## src/hdl/limit_order_book_matcher_macros.svh

```systemverilog
// Assertion macros for the limit order book matcher.
`ifndef LIMIT_ORDER_BOOK_MATCHER_MACROS_SVH
`define LIMIT_ORDER_BOOK_MATCHER_MACROS_SVH

// Check an implication on every clock edge outside reset.
`define LOBM_ASSERT_IMP(label, ante, cons, msg) \
    label: assert property (@(posedge clk) disable iff (!rst_n) (ante) |-> (cons)) \
        else $error(msg);

// Check that the consequence holds in the cycle after the antecedent, outside reset.
`define LOBM_ASSERT_NEXT(label, ante, cons, msg) \
    label: assert property (@(posedge clk) disable iff (!rst_n) (ante) |=> (cons)) \
        else $error(msg);

`endif

```

## src/hdl/lobm_pkg.sv

```systemverilog
// Shared types for the limit order book matcher.
package lobm_pkg;

    typedef enum logic [1:0] {
        ST_IDLE,
        ST_MATCH,
        ST_FINISH
    } lobm_state_t;

    typedef struct packed {
        logic pop;
        logic dec;
        logic ins;
    } book_cmd_t;

endpackage

```

## src/hdl/lobm_order_if.sv

```systemverilog
// Order and fill channel interfaces for the limit order book matcher.
interface lobm_order_if #(
    parameter int PRICE_BITS = 11,
    parameter int QTY_BITS   = 16
);
    logic                  valid;
    logic                  ready;
    logic                  buy_or_sell;
    logic [PRICE_BITS-1:0] limit_price;
    logic [QTY_BITS-1:0]   order_quantity;

    modport source (output valid, buy_or_sell, limit_price, order_quantity, input ready);
    modport sink (input valid, buy_or_sell, limit_price, order_quantity, output ready);
endinterface

interface lobm_fill_if #(
    parameter int PRICE_BITS = 11,
    parameter int QTY_BITS   = 16
);
    logic                  valid;
    logic                  ready;
    logic [QTY_BITS-1:0]   fill_quantity;
    logic [PRICE_BITS-1:0] fill_price;
    logic                  residual_dropped;
    logic                  last_fill;

    modport source (output valid, fill_quantity, fill_price, residual_dropped, last_fill,
                    input ready);
    modport sink (input valid, fill_quantity, fill_price, residual_dropped, last_fill,
                  output ready);
endinterface

```

## src/hdl/lobm_book.sv

```systemverilog
// One sorted side of the book: a row of price/quantity cells with prefix valid bits.
module lobm_book
    import lobm_pkg::*;
#(
    parameter int DEPTH      = 32,
    parameter int PRICE_BITS = 11,
    parameter int QTY_BITS   = 16
) (
    input  logic                  clk,
    input  logic                  rst_n,
    input  logic                  bid_side,
    input  book_cmd_t             cmd,
    input  logic [QTY_BITS-1:0]   dec_qty,
    input  logic [PRICE_BITS-1:0] ins_price,
    input  logic [QTY_BITS-1:0]   ins_qty,
    output logic [PRICE_BITS-1:0] front_price,
    output logic [QTY_BITS-1:0]   front_qty,
    output logic                  empty,
    output logic                  full
);

    logic [PRICE_BITS-1:0] price_reg [DEPTH];
    logic [QTY_BITS-1:0]   qty_reg   [DEPTH];
    logic [DEPTH-1:0]      valid_reg;
    logic [PRICE_BITS-1:0] price_next [DEPTH];
    logic [QTY_BITS-1:0]   qty_next   [DEPTH];
    logic [DEPTH-1:0]      valid_next;
    logic [DEPTH-1:0]      keep;
    logic [DEPTH-1:0]      keep_prev;
    logic [PRICE_BITS-1:0] up_price [DEPTH];
    logic [QTY_BITS-1:0]   up_qty   [DEPTH];
    logic [PRICE_BITS-1:0] dn_price [DEPTH];
    logic [QTY_BITS-1:0]   dn_qty   [DEPTH];

    assign front_price = price_reg[0];
    assign front_qty   = qty_reg[0];
    assign empty       = !valid_reg[0];
    assign full        = valid_reg[DEPTH-1];

    always_comb
    begin
        for (int i = 0; i < DEPTH; i++)
        begin
            keep[i] = valid_reg[i] &&
                      (bid_side ? (price_reg[i] >= ins_price) : (price_reg[i] <= ins_price));
        end
        keep_prev = {keep[DEPTH-2:0], 1'b1};
        up_price[0] = ins_price;
        up_qty[0]   = ins_qty;
        for (int i = 1; i < DEPTH; i++)
        begin
            up_price[i] = price_reg[i-1];
            up_qty[i]   = qty_reg[i-1];
        end
        for (int i = 0; i < DEPTH - 1; i++)
        begin
            dn_price[i] = price_reg[i+1];
            dn_qty[i]   = qty_reg[i+1];
        end
        dn_price[DEPTH-1] = price_reg[DEPTH-1];
        dn_qty[DEPTH-1]   = qty_reg[DEPTH-1];
    end

    always_comb
    begin
        valid_next = valid_reg;
        for (int i = 0; i < DEPTH; i++)
        begin
            price_next[i] = price_reg[i];
            qty_next[i]   = qty_reg[i];
        end
        if (cmd.pop)
        begin
            valid_next = {1'b0, valid_reg[DEPTH-1:1]};
            for (int i = 0; i < DEPTH; i++)
            begin
                price_next[i] = dn_price[i];
                qty_next[i]   = dn_qty[i];
            end
        end
        else if (cmd.dec)
        begin
            qty_next[0] = qty_reg[0] - dec_qty;
        end
        else if (cmd.ins)
        begin
            valid_next = {valid_reg[DEPTH-2:0], 1'b1} | valid_reg;
            for (int i = 0; i < DEPTH; i++)
            begin
                if (!keep[i])
                begin
                    if (keep_prev[i])
                    begin
                        price_next[i] = ins_price;
                        qty_next[i]   = ins_qty;
                    end
                    else
                    begin
                        price_next[i] = up_price[i];
                        qty_next[i]   = up_qty[i];
                    end
                end
            end
        end
    end

    always_ff @(posedge clk or negedge rst_n)
    begin
        if (!rst_n)
        begin
            valid_reg <= '0;
        end
        else
        begin
            valid_reg <= valid_next;
        end
    end

    always_ff @(posedge clk)
    begin
        for (int i = 0; i < DEPTH; i++)
        begin
            price_reg[i] <= price_next[i];
            qty_reg[i]   <= qty_next[i];
        end
    end

endmodule

```

## src/hdl/limit_order_book_matcher.sv

```systemverilog
// Top level of the price-time priority limit order book matcher.
// Usage:
//   order (sink): one limit order per transfer: buy_or_sell, limit_price,
//     order_quantity. ready is high only while the matcher is idle.
//   fill (source): one or more results per order; last_fill marks the final
//     one, which also carries residual_dropped.
// Timing: an order enters in the idle state; the match state takes fills
//   against the opposite book and ends the sweep when the test for a cross
//   fails; the finish state rests the remainder and posts the final result.
//   The single min/subtract unit handles one resting order a cycle unless the
//   output stalls. Each fill is held back until its last_fill flag is known.
// Reset: both books empty, no result pending, order ready.
// Stall: a fill that is not taken holds in the output register and the sweep
//   waits on it; nothing is lost or repeated.
`include "limit_order_book_matcher_macros.svh"

module limit_order_book_matcher
    import lobm_pkg::*;
#(
    parameter int BOOK_DEPTH = 32,
    parameter int PRICE_BITS = 11,
    parameter int QTY_BITS   = 16
) (
    input  logic         clk,
    input  logic         rst_n,
    lobm_order_if.sink   order,
    lobm_fill_if.source  fill
);

    lobm_state_t           state_reg, state_next;
    logic                  side_reg;
    logic [PRICE_BITS-1:0] price_reg;
    logic [QTY_BITS-1:0]   qty_reg, qty_next;
    logic                  pend_valid_reg, pend_valid_next;
    logic [QTY_BITS-1:0]   pend_qty_reg, pend_qty_next;
    logic [PRICE_BITS-1:0] pend_price_reg, pend_price_next;
    logic                  out_valid_reg, out_valid_next;
    logic [QTY_BITS-1:0]   out_qty_reg, out_qty_next;
    logic [PRICE_BITS-1:0] out_price_reg, out_price_next;
    logic                  out_drop_reg, out_drop_next;
    logic                  out_last_reg, out_last_next;

    book_cmd_t             bid_cmd, ask_cmd, opp_cmd, own_cmd;
    logic [PRICE_BITS-1:0] bid_front_price, ask_front_price, opp_price;
    logic [QTY_BITS-1:0]   bid_front_qty, ask_front_qty, opp_qty;
    logic                  bid_empty, ask_empty, bid_full, ask_full;
    logic                  opp_empty, own_full;
    logic                  crossing, out_free;
    logic [QTY_BITS-1:0]   match_qty, front_left;

    lobm_book #(.DEPTH(BOOK_DEPTH), .PRICE_BITS(PRICE_BITS), .QTY_BITS(QTY_BITS)) u_bid (
        .clk         (clk),
        .rst_n       (rst_n),
        .bid_side    (1'b1),
        .cmd         (bid_cmd),
        .dec_qty     (match_qty),
        .ins_price   (price_reg),
        .ins_qty     (qty_reg),
        .front_price (bid_front_price),
        .front_qty   (bid_front_qty),
        .empty       (bid_empty),
        .full        (bid_full)
    );

    lobm_book #(.DEPTH(BOOK_DEPTH), .PRICE_BITS(PRICE_BITS), .QTY_BITS(QTY_BITS)) u_ask (
        .clk         (clk),
        .rst_n       (rst_n),
        .bid_side    (1'b0),
        .cmd         (ask_cmd),
        .dec_qty     (match_qty),
        .ins_price   (price_reg),
        .ins_qty     (qty_reg),
        .front_price (ask_front_price),
        .front_qty   (ask_front_qty),
        .empty       (ask_empty),
        .full        (ask_full)
    );

    assign opp_price = side_reg ? bid_front_price : ask_front_price;
    assign opp_qty   = side_reg ? bid_front_qty : ask_front_qty;
    assign opp_empty = side_reg ? bid_empty : ask_empty;
    assign own_full  = side_reg ? ask_full : bid_full;
    assign crossing  = (qty_reg != '0) && !opp_empty &&
                       (side_reg ? (opp_price >= price_reg) : (price_reg >= opp_price));
    assign match_qty  = (opp_qty < qty_reg) ? opp_qty : qty_reg;
    assign front_left = opp_qty - match_qty;
    assign out_free   = !out_valid_reg || fill.ready;

    assign bid_cmd = side_reg ? opp_cmd : own_cmd;
    assign ask_cmd = side_reg ? own_cmd : opp_cmd;

    assign order.ready           = (state_reg == ST_IDLE);
    assign fill.valid            = out_valid_reg;
    assign fill.fill_quantity    = out_qty_reg;
    assign fill.fill_price       = out_price_reg;
    assign fill.residual_dropped = out_drop_reg;
    assign fill.last_fill        = out_last_reg;

    always_comb
    begin
        state_next = state_reg;
        case (state_reg)
            ST_IDLE:
            begin
                if (order.valid)
                begin
                    state_next = ST_MATCH;
                end
            end
            ST_MATCH:
            begin
                if (!crossing)
                begin
                    state_next = ST_FINISH;
                end
            end
            ST_FINISH:
            begin
                if (out_free)
                begin
                    state_next = ST_IDLE;
                end
            end
            default:
            begin
                state_next = ST_IDLE;
            end
        endcase
    end

    always_comb
    begin
        opp_cmd         = '0;
        own_cmd         = '0;
        qty_next        = qty_reg;
        pend_valid_next = pend_valid_reg;
        pend_qty_next   = pend_qty_reg;
        pend_price_next = pend_price_reg;
        out_valid_next  = out_valid_reg && !fill.ready;
        out_qty_next    = out_qty_reg;
        out_price_next  = out_price_reg;
        out_drop_next   = out_drop_reg;
        out_last_next   = out_last_reg;
        case (state_reg)
            ST_IDLE:
            begin
                qty_next = order.order_quantity;
            end
            ST_MATCH:
            begin
                if (crossing && (!pend_valid_reg || out_free))
                begin
                    if (pend_valid_reg)
                    begin
                        out_valid_next = 1'b1;
                        out_qty_next   = pend_qty_reg;
                        out_price_next = pend_price_reg;
                        out_drop_next  = 1'b0;
                        out_last_next  = 1'b0;
                    end
                    pend_valid_next = 1'b1;
                    pend_qty_next   = match_qty;
                    pend_price_next = side_reg ? price_reg : opp_price;
                    qty_next        = qty_reg - match_qty;
                    opp_cmd.pop     = (front_left == '0);
                    opp_cmd.dec     = (front_left != '0);
                end
            end
            ST_FINISH:
            begin
                if (out_free)
                begin
                    own_cmd.ins     = (qty_reg != '0) && !own_full;
                    out_valid_next  = 1'b1;
                    out_qty_next    = pend_valid_reg ? pend_qty_reg : '0;
                    out_price_next  = pend_valid_reg ? pend_price_reg : '0;
                    out_drop_next   = (qty_reg != '0) && own_full;
                    out_last_next   = 1'b1;
                    pend_valid_next = 1'b0;
                end
            end
            default:
            begin
                pend_valid_next = 1'b0;
            end
        endcase
    end

    always_ff @(posedge clk or negedge rst_n)
    begin
        if (!rst_n)
        begin
            state_reg      <= ST_IDLE;
            pend_valid_reg <= 1'b0;
            out_valid_reg  <= 1'b0;
        end
        else
        begin
            state_reg      <= state_next;
            pend_valid_reg <= pend_valid_next;
            out_valid_reg  <= out_valid_next;
        end
    end

    always_ff @(posedge clk)
    begin
        if (state_reg == ST_IDLE)
        begin
            side_reg  <= order.buy_or_sell;
            price_reg <= order.limit_price;
        end
        qty_reg        <= qty_next;
        pend_qty_reg   <= pend_qty_next;
        pend_price_reg <= pend_price_next;
        out_qty_reg    <= out_qty_next;
        out_price_reg  <= out_price_next;
        out_drop_reg   <= out_drop_next;
        out_last_reg   <= out_last_next;
    end

    `LOBM_ASSERT_IMP(a_idle_no_pend, state_reg == ST_IDLE, !pend_valid_reg, "fill pending while idle")
    `LOBM_ASSERT_IMP(a_inner_fill_nonzero, out_valid_reg && !out_last_reg, out_qty_reg != '0, "empty inner fill")
    `LOBM_ASSERT_IMP(a_drop_only_last, out_valid_reg && out_drop_reg, out_last_reg, "drop flag on inner fill")
    `LOBM_ASSERT_NEXT(a_finish_done, state_reg == ST_FINISH && out_free, out_valid_reg && out_last_reg, "final result missing")

endmodule

```

## src/flat_wrapper.sv

```systemverilog
// flat-port wrapper written by rule: the top's interface ports become plain ports
module limit_order_book_matcher_flat import lobm_pkg::*;
#(
    parameter int BOOK_DEPTH = 32,
    parameter int PRICE_BITS = 11,
    parameter int QTY_BITS   = 16
)
  (clk, rst_n, order_valid, order_buy_or_sell, order_limit_price, order_order_quantity, order_ready, fill_valid, fill_fill_quantity, fill_fill_price, fill_residual_dropped, fill_last_fill, fill_ready);
  lobm_order_if #(.PRICE_BITS(PRICE_BITS), .QTY_BITS(QTY_BITS)) order_i ();
  lobm_fill_if #(.PRICE_BITS(PRICE_BITS), .QTY_BITS(QTY_BITS)) fill_i ();
  input  logic clk;
  input  logic rst_n;
  input wire logic [$bits(order_i.valid)-1:0] order_valid;
  input wire logic [$bits(order_i.buy_or_sell)-1:0] order_buy_or_sell;
  input wire logic [$bits(order_i.limit_price)-1:0] order_limit_price;
  input wire logic [$bits(order_i.order_quantity)-1:0] order_order_quantity;
  output wire logic [$bits(order_i.ready)-1:0] order_ready;
  output wire logic [$bits(fill_i.valid)-1:0] fill_valid;
  output wire logic [$bits(fill_i.fill_quantity)-1:0] fill_fill_quantity;
  output wire logic [$bits(fill_i.fill_price)-1:0] fill_fill_price;
  output wire logic [$bits(fill_i.residual_dropped)-1:0] fill_residual_dropped;
  output wire logic [$bits(fill_i.last_fill)-1:0] fill_last_fill;
  input wire logic [$bits(fill_i.ready)-1:0] fill_ready;
  assign order_i.valid = order_valid;
  assign order_i.buy_or_sell = order_buy_or_sell;
  assign order_i.limit_price = order_limit_price;
  assign order_i.order_quantity = order_order_quantity;
  assign order_ready = order_i.ready;
  assign fill_valid = fill_i.valid;
  assign fill_fill_quantity = fill_i.fill_quantity;
  assign fill_fill_price = fill_i.fill_price;
  assign fill_residual_dropped = fill_i.residual_dropped;
  assign fill_last_fill = fill_i.last_fill;
  assign fill_i.ready = fill_ready;
  limit_order_book_matcher #(.BOOK_DEPTH(BOOK_DEPTH), .PRICE_BITS(PRICE_BITS), .QTY_BITS(QTY_BITS)) u_core (.clk(clk), .rst_n(rst_n), .order(order_i), .fill(fill_i));
endmodule
```

## config.mk

```make
export PLATFORM = sky130hd
export DESIGN_NAME = limit_order_book_matcher_flat
export DESIGN_NICKNAME = d
export VERILOG_FILES = /design/src/hdl/lobm_pkg.sv /design/src/hdl/lobm_order_if.sv /design/src/hdl/lobm_book.sv /design/src/hdl/limit_order_book_matcher.sv /design/src/flat_wrapper.sv
export VERILOG_INCLUDE_DIRS = /design/src /design/src/hdl
export SDC_FILE = /design/constraint.sdc
export NUM_CORES = 2
export LEC_CHECK = 0
export ABC_AREA = 1
export BUFFER_PORTS_ARGS = -buffer_cell sky130_fd_sc_hd__buf_2
export CAP_MARGIN = 15
export CORE_MARGIN = 4
export CORE_UTILIZATION = 60
export DETAILED_ROUTE_END_ITERATION = 8
export PLACE_DENSITY = 0.75
export SLEW_MARGIN = 10
export SYNTH_ARGS = -nofsm -noshare
export SYNTH_HDL_FRONTEND = slang
export SYNTH_SLANG_ARGS = --single-unit
```

## constraint.sdc

```tcl
create_clock -name clk -period 8.2 [get_ports clk]
set_input_delay 0.82 -clock clk [delete_from_list [all_inputs] [get_ports clk]]
set_output_delay 0.82 -clock clk [all_outputs]
set_load 0.1 [all_outputs]
```

==> results summary <==
The total die area is just under 0.2 mm^2. The dominant register cell in the synthesized netlist is edfxtp_1. The synthesis-to-finish area growth is 8.146%. The tree is rooted in a clkbuf_16. Across all layers, the routed design uses between 90k and 100k vias. The maximum number of pins on one net before global-route repair came out at between 200 and 250. The via-per-instance ratio is 6.529.

TritonCTS built the clock tree. The die width came out at about 440 um. The flow ran to the end, and the final reports show no timing, DRC or antenna violations. Cells with a size suffix above 1 make up ~5.7% of the layout.

The DRC violation count after routing is 0. The H-tree depth came out at 4. The largest stage delay on the critical path came out at about 1.1 ns. The path type of the worst setup path is flip-flop to flip-flop. The area of the placeable core came out at 0.1852 mm^2.

The number of cells on the worst hold path came out at 1. The part of the Yosys area used for sequential elements came out at 50.21%. The clock skew after layout came out at 0.06371 ns.

After floorplanning, the core was divided into between 150 and 200 placement rows. For the worst setup path, the data arrival time is between 7 and 8 ns. Global routing used 36.20% of the available tracks. The worst hold slack came out at about 0.11 ns. The slew at the pin closest to its max-slew limit came out at about 1.2 ns. The first-pass GRT wire length is ~550 mm.

edfxtp_1 takes more of the synthesized area than any other cell. In the final timing run, aggregate negative setup slack is 0 ns. The post-layout instance count excluding filler cells is between 15k and 20k. The overall routed net length is roughly 360 mm. The number of warnings issued by yosys came out at 0. Max-cap violations in this run came to 0. The count of instances resized after the clock tree is built came out at 0. Counting every net in the synthesized netlist gives approximately 14k. STA classifies the critical path endpoint as a flip-flop.

The depth of the worst register-to-register path is 30. Dividing the detail-routed wire length by the instance count gives 24.23 um. The worst slew margin relative to its limit is approximately a fifth.

Setup repair after global routing left no endpoint under its margin. The path class of the tightest hold or removal check is input port to flip-flop. The fraction of registers with async set or reset after synthesis came out at under 10%. The post-layout minimum cycle time came out at 7.295 ns. The final net count came out at about 13k. The number of primary I/O pins is 63. The slowest stage of the critical path is the edfxtp_1 cell.

The global placement routability congestion is ~0.97. The first routing iteration left around 13k violations. The commonest non-fill, non-tap cell in the layout is o21ai_0.

The number of buffers added to fix hold violations after cts came out at 1. Counting every instance in the synthesized netlist gives about 13k. Dividing total power by cell area gives a power density of around 320 mW/mm^2. In this run, CTS created clock tree buffers numbering about 200. The TritonCTS sink count came out at 1,880. The count of nets left with antenna violations after detail routing is 0. Summing every instance area after synthesis gives roughly 0.11 mm^2. The post-placement worst setup slack came out at approximately 1.2 ns. The placed instance count came out at ~15k.

The post-detailed-placement half-perimeter wirelength is approximately 240 mm. Data on the critical path is required at its endpoint by slightly below 9 ns. For this design the static power due to leakage is 0.05095 uW. The number of enable-type register cells in the synthesized netlist came out at between 1.5k and 2k. The startpoint type of the worst setup path is a flip-flop. The post-CTS setup buffer count is 0.

Of all nets on the critical path, the largest fanout is roughly 120. The count of endpoints failing hold in the final timing report came to 0. The leftover overflow at the end of global routing came out at 0. The average size of a mapped cell came out at approximately 8.8 um^2.

After synthesis, the cell types taking the most area are edfxtp_1 (49%), o21ai_0 (13%), ha_1 (8.2%), nand2_1 (7.9%), inv_1 (4.9%). The number of pins exceeding their max-slew limit in the final report came out at 0. The worst ir drop on vdd came out at ~0.0003 V. The die boundary height is 439.6 um.

In the layout the commonest cells are o21ai_0 (2,780), nand2_1 (2,348), edfxtp_1 (1,812), inv_1 (1,456), a21oi_1 (1,071). The number of global-route vias before repair came out at ~95k. Synthesis inferred around 1.9k register bits. The final critical path takes up between 80% and 90% of the cycle. The starting density of the core came out at 60.33%. In this design, the critical path's most frequently occurring cell is nand2_1. The fraction of post-synthesis cell area in the top cell type by area is 48.69%. The first-pass detailed-route iteration total is 7.

The number of antenna violations at the first check in global routing is 11. The total power came out at around 38,000 uW. The worst-case setup margin in the final layout came out at 0.9047 ns. The count of endpoints failing setup in the final report came out at 0. The clock insertion delay at the later pin of the skew report came out at approximately 0.9 ns. The port buffer count came out at between 60 and 70. The maximum operating frequency came out at ~0.14 GHz.

Counting distinct cell types in the post-synthesis netlist gives 50. Clock-pin slew was measured on the worst setup and hold paths at roughly 0.07 ns. The clock passes through at most 3 buffers.
[layout make-up]
class	count	area (um^2)
Multi-Input combinational cell	8490	46720
Tap cell	2480	3103
Antenna cell	6	15.01
Clock buffer	238	5238
Clock inverter	129	1299
Timing Repair Buffer	325	2690
Fill cell	15120	64370
Sequential cell	1880	56110
Inverter	1505	5684
[metrics by stage]
stage	util (%)	instance area [um^2]
floorplan	-	111800
global placement	61.55	114000
detailed placement	61.58	114100
CTS	65.11	120600
global route	65.24	120900
finish	65.25	120900
[Yosys cell counts, types with 25 or more instances]
cell type / n
o21ai_0: 2810
nand2_1: 2354
edfxtp_1: 1812
inv_1: 1468
a21oi_1: 1072
ha_1: 730
clkbuf_1: 724
o22ai_1: 553
nor2_1: 256
nand3_1: 170
buf_2: 112
a21o_1: 80
nand4_1: 77
dfrtp_1: 68
o21ai_1: 60
a31oi_1: 56
a221oi_1: 37
nor4_1: 34
o41ai_1: 26
buf_1: 25
[worst max-delay path: cells and delay by family (launching register included)]
kind	cells	cell delay (ns)
adder cells (fa/ha/maj)	2	0.42
AND/OR/NAND/NOR	14	1.58
buffers and inverters	9	2.92
AO/OA/AOI/OAI	5	0.83
flip-flops	1	1.13
[path summary, 6_finish.rpt]
kind,slack (ns),to,start
setup / recovery,0.90,u_core.u_ask.qty_reg[1][159]$_DFFE_PP_,u_core.side_reg$_DFFE_PP_
hold / removal,0.11,u_core.price_reg[10]$_DFFE_PP_,order_limit_price[10]
setup reg to reg,0.90,u_core.u_ask.qty_reg[1][159]$_DFFE_PP_,u_core.side_reg$_DFFE_PP_
hold reg to reg,0.51,u_core.u_ask.qty_reg[1][237]$_DFFE_PP_,u_core.u_ask.qty_reg[1][253]$_DFFE_PP_
max in group asynchronous,6.47,u_core.pend_valid_reg$_DFFE_PN0P_,rst_n
min in group asynchronous,0.66,u_core.u_ask.valid_reg[30]$_DFFE_PN0P_,rst_n
[cells by family (layout without fill, tap and decap cells)]
logic type / after synthesis / count (layout) / share of synthesized area, %
buffers and inverters: 2374 / 2197 / 8.139
adder cells (fa/ha/maj): 730 / 730 / 8.173
flip-flops: 1880 / 1880 / 50.21
XOR/XNOR: 27 / 27 / 0.2116
AO/OA/AOI/OAI: 4783 / 4783 / 22.76
AND/OR/NAND/NOR: 2950 / 2950 / 10.50
other: 0 / 6 / 0
[where the power goes]
group	switching (uW)	internal [uW]
sequential	583	11700
combinational	12500	4240
clock	4090	5170
total	17200	21100
[routing by layer]
| layer | track usage, % | up-vias | wire (um) |
|---|---|---|---|
| li1 | - | 44290 | - |
| met1 | 47.00 | 46910 | 139000 |
| met2 | 57.62 | 5906 | 168700 |
| met3 | 6.642 | 1177 | 35960 |
| met4 | 20.02 | 10 | 21020 |
| met5 | 0 | - | 72 |
No activity file was read; power rests on OpenSTA's default activity.
